`src/nsc_pkg.sv`:
```
`timescale 1ns / 1ps
// ----------------------------------------------------------------------------
// nsc_pkg
// Shared types and constants of the neighbourhood splat classifier.
// ----------------------------------------------------------------------------
package nsc_pkg;

	localparam int BIN_W      = 16;
	localparam int COL_OUT_W  = 10;
	localparam int ROW_W      = 16;
	localparam int FW_W       = 11;
	localparam int CFG_DATA_W = 16;
	localparam int CFG_IDX_W  = 1;
	localparam int QDEPTH     = 4;
	localparam int QPTR_W     = 2;
	localparam int QCNT_W     = 3;

	localparam logic [CFG_IDX_W-1:0] REG_FRAME_WIDTH  = 1'd0;
	localparam logic [CFG_IDX_W-1:0] REG_FRAME_HEIGHT = 1'd1;

	localparam logic [FW_W-1:0]  FRAME_WIDTH_RST  = 11'd1024;
	localparam logic [ROW_W-1:0] FRAME_HEIGHT_RST = 16'd1024;

	localparam logic [1:0] KIND_BLACK  = 2'd0;
	localparam logic [1:0] KIND_CENTRE = 2'd1;
	localparam logic [1:0] KIND_CROSS  = 2'd2;
	localparam logic [1:0] KIND_CORNER = 2'd3;

	typedef struct packed {
		logic [1:0]           pixel_kind;
		logic [BIN_W-1:0]     bin_index;
		logic [COL_OUT_W-1:0] out_col;
		logic [ROW_W-1:0]     out_row;
	} res_t;

endpackage

```
`src/nsc_queue.sv`:
```
`timescale 1ns / 1ps
// ----------------------------------------------------------------------------
// nsc_queue
// Short result queue between the classifier and the output channel.
// ----------------------------------------------------------------------------
module nsc_queue
	import nsc_pkg::*;
(
	input  logic              clk,
	input  logic              arst_n,
	input  logic              push,
	input  res_t              push_res,
	output logic [QCNT_W-1:0] count,
	output logic              out_valid,
	input  logic              out_ready,
	output res_t              out_res
);
	res_t              buf_q [QDEPTH];
	logic [QPTR_W-1:0] wr_ptr_q;
	logic [QPTR_W-1:0] rd_ptr_q;
	logic [QCNT_W-1:0] count_q;
	logic              pop;

	assign out_valid = (count_q != '0);
	assign out_res   = buf_q[rd_ptr_q];
	assign pop       = out_valid && out_ready;
	assign count     = count_q;

	always_ff @(posedge clk or negedge arst_n) begin
		if (!arst_n) begin
			wr_ptr_q <= '0;
			rd_ptr_q <= '0;
			count_q  <= '0;
		end else begin
			if (push) begin
				wr_ptr_q <= wr_ptr_q + QPTR_W'(1);
			end
			if (pop) begin
				rd_ptr_q <= rd_ptr_q + QPTR_W'(1);
			end
			if (push && !pop) begin
				count_q <= count_q + QCNT_W'(1);
			end else if (pop && !push) begin
				count_q <= count_q - QCNT_W'(1);
			end
		end
	end

	always_ff @(posedge clk) begin
		if (push) begin
			buf_q[wr_ptr_q] <= push_res;
		end
	end
endmodule

```
`config.mk`:
```
export PLATFORM = sky130hd
export DESIGN_NAME = nsc_queue
export DESIGN_NICKNAME = d
export VERILOG_FILES = /design/src/nsc_pkg.sv /design/src/nsc_queue.sv
export SDC_FILE = /design/constraint.sdc
export NUM_CORES = 1
export LEC_CHECK = 0
export ABC_AREA = 1
export BUFFER_PORTS_ARGS = -buffer_cell sky130_fd_sc_hd__buf_4
export CAP_MARGIN = 15
export CORE_ASPECT_RATIO = 0.5
export CORE_MARGIN = 10
export CORE_UTILIZATION = 60
export CTS_BUF_LIST = sky130_fd_sc_hd__clkbuf_4 sky130_fd_sc_hd__clkbuf_8
export CTS_CLUSTER_DIAMETER = 120
export DETAILED_ROUTE_END_ITERATION = 10
export PLACE_DENSITY = 0.82
export SETUP_SLACK_MARGIN = 0.5
export SLEW_MARGIN = 40
export SYNTH_ARGS = -nofsm -noshare
export SYNTH_HDL_FRONTEND = slang
export SYNTH_SLANG_ARGS = --single-unit
export TNS_END_PERCENT = 5
```
`constraint.sdc`:
```
create_clock -name clk -period 2.88 [get_ports clk]
set_clock_uncertainty 0.2 [all_clocks]
set_input_delay 0.144 -clock clk [delete_from_list [all_inputs] [get_ports clk]]
set_output_delay 0.144 -clock clk [all_outputs]
set_load 0.01 [all_outputs]
```
==> impl_metrics.py <==
metrics = {
    "route": {
        "drc": 0,
        "vias": 4703,
        "drtAntennaViolNets": 0,
        "firstDrtPassIters": 4,
        "wl_mm": 15.7,
        "viasPerCell": 5.28,
        "drt_iter0_drc": 351,
        "wl_per_cell_um": 17.6,
    },
    "clock_network": {
        "clk-insertion-delay-late_ps": 440,
        "h-tree-depth": 4,
        "root_buffer": "clkbuf_8",
        "post_cts_buffers": 0,
        "numCtsBuffers": 17,
        "cts_sinks": 183,
        "cts_tree": "done",
        "cts_buffer_depth": 2,
        "clk_pin_slew_ps": 100,
    },
    "yosys": {
        "synthSimpleGateAreaFrac_pct": 7.99,
        "yosysWarnings": 0,
        "yosys_register_bits": 183,
        "seq_area_frac_synth_pct": 73.3,
        "synth_top_family_by_area": "compound AO/OA/AOI/OAI gates",
        "synthXorXnorAreaFrac_pct": 0.235,
        "synth_nets": 621,
        "avgSynthCellArea_sq_um": 13.1,
        "synthCells": 567,
        "synthAdderAreaFrac_pct": 1.11,
        "synth_area_sq_mm": 0.00745,
        "synth_compound_area_share_pct": 9.40,
        "synth_cell_types": 19,
        "synthMuxAreaShare_pct": 0,
    },
    "worst_setup_path": {
        "cp.required_ps": 2540,
        "r2r_start": "count[0]",
        "r2r-end": "count[2]",
        "cp-end-kind": "output pin",
        "worst-path-max-fanout": 37,
        "arrival_ps": 1950,
        "rrSetupSlack_ps": 870,
        "critPathKind": "register to output pin",
        "start_kind": "register",
        "r2r_cells": 10,
    },
    "sta": {
        "rsz0062_at_grt": "yes",
        "period_needed_ps": 2300,
        "holdWs_ps": 233,
        "min_period_over_period_pct": 79.7,
        "setup_viol": 0,
        "hold_viol_final": 0,
        "max_clock_freq_ghz": 0.435,
        "maxSlewHeadroom_pct": 55.7,
        "setup-tns-final_ps": 0,
        "final-max-slew-violation-count": 0,
        "tightest_slew_ps": 665,
    },
    "floorplan": {
        "rows": 28,
        "die_h_um": 98.8,
        "die_area_sq_mm": 0.0176,
        "io-pin-count": 96,
        "fp.coreArea_sq_mm": 0.0120,
        "initial_utilization_pct": 62.2,
        "die_width_um": 178,
    },
    "place": {
        "place.gp.congestion": 0.789,
        "io_buffers": 95,
        "dp.cells": 810,
        "hpwl_mm": 8.99,
    },
    "final_layout": {
        "n_antenna_cell": 0,
        "finish.utilization_pct": 77.3,
        "nets": 766,
        "syn_to_final_growth_pct": 24.2,
        "fin_cells": 890,
        "layout-drive-gt1-share_pct": 21.1,
    },
    "global_routing": {
        "globalRouteOverflowTotal": 0,
        "top_usage_layer": "met2",
        "grt_pass1_vias": 4806,
        "grt_pass1_wl_mm": 25.0,
        "grt_max_degree": 54,
        "grt_antenna_before_repair": 0,
        "grt_use_met2_pct": 32.4,
        "gr-usage-all-layers_pct": 18.2,
        "met3_usage_pct": 4.61,
        "grt_use_met1_pct": 21.1,
    },
    "power": {
        "total_power_w": 0.00897,
        "powerDensity_mw_per_mm2": 969,
        "p_leak_nw": 3.81,
        "ir_worst_vdd_mv": 0.540,
    },
    "min_path": {
        "min_from": "push_res[33]",
        "worstHoldPathType": "primary input to register",
        "whs_path_depth": 2,
        "holdPathEnd": "buf_q[1][33]",
    },
    "job": {
        "drv_cap": 0,
    },
    "outcome": {
        "status": "finished, final reports clean",
    },
}
==> timing repair <==
| item | CTS | global route |
|---|---|---|
| endpoints found under the hold margin | 192 | 0 |
| pin swaps | 0 | 0 |
| cloned | 0 | 0 |
| setup endpoints to repair | 13 | 34 |
| hold buffers | 48 | 0 |
| resized for setup | 1 | 8 |
==> worst max-delay path, stage by stage, from the launching register on <==
cell and delay [ps]:
dfrtp_2 660, inv_2 210, buf_12 230, o211ai_1 140, nand2_1 110, buf_4 170
==> per-layer routing <==
metal  up-vias  share of wire [%]
met5         -                  0
met4         0                1.4
met3        24                4.7
met2       143                 53
met1      2285                 41
li1       2251                  -
==> metrics by stage <==
step | setup slack, ps | area, sq um
after floorplan | 745 | 7450
after global placement | 970 | 8310
after detailed placement | 884 | 8310
after CTS | 513 | 9230
after global routing | 488 | 9260
final | 584 | 9260
==> where the power goes <==
| group | total [W] | internal, W | switching (W) |
|---|---|---|---|
| combinational | 0.00342 | 0.00141 | 0.00201 |
| clock | 0.00186 | 0.000895 | 0.000961 |
| sequential | 0.00369 | 0.00348 | 0.000205 |
| total | 0.00897 | 0.00579 | 0.00318 |
==> worst max-delay path by stage <==
stage             endpoint        start  slack [ps]  cells past startpoint
3_5_place_dp      count[2]     count[0]         880                     10
6_report       out_res[19]  rd_ptr_q[1]         580                      5
5_1_grt        out_res[19]  rd_ptr_q[1]         490                      5
4_1_cts         out_res[6]  rd_ptr_q[0]         510                      6
2_1_floorplan  buf_q[0][0]  wr_ptr_q[0]         740                      4
3_3_place_gp   out_res[35]  rd_ptr_q[0]         970                      6
==> synth_stat cells <==
library cell,instances,area share (%)
edfxtp_1,176,71
nand2_1,152,7.7
inv_1,99,5.0
o211ai_1,81,8.2
buf_6,11,1.7
buf_2,9,0.60
dfrtp_1,7,2.4
o211ai_2,7,1.2
clkbuf_1,5,0.25
ha_1,5,0.84
buf_4,4,0.40
nand3_1,3,0.20
inv_2,2,0.10
fa_1,1,0.27
nand4_1,1,0.084
nor2_1,1,0.050
o21ai_1,1,0.067
xnor2_1,1,0.12
xor2_1,1,0.12
==> final cells by class <==
class	instances	area (sq um)
Inverter	101	405
Tap cell	165	206
Sequential cell	183	5460
Fill cell	708	2720
Clock buffer	18	241
Timing Repair Buffer	155	1360
Multi-Input combinational cell	254	1400
Clock inverter	14	190
==> layout by cell type, fill, tap and decap left out, types with 6 or more instances in the layout <==
cell,instances
clkbuf_8,17
dfrtp_1,6
inv_1,95
dlygate4sd3_1,48
buf_4,99
o211ai_1,81
nand2_1,152
edfxtp_1,176
o211ai_2,7
==> kinds of logic (layout without fill, tap and decap cells) <==
family	after synthesis	after routing
adder cells (fa/ha/maj)	6	6
AND/OR/NAND/NOR	157	157
buffers and inverters	130	288
XOR/XNOR	2	2
AO/OA/AOI/OAI	89	89
flip-flops	183	183
==> flip-flops by register name, indices dropped and copies added (netlist names) <==
name	cells
buf_q	176
count	3
rd_ptr_q	2
wr_ptr_q	2
Power figures use the tool's default switching activity.
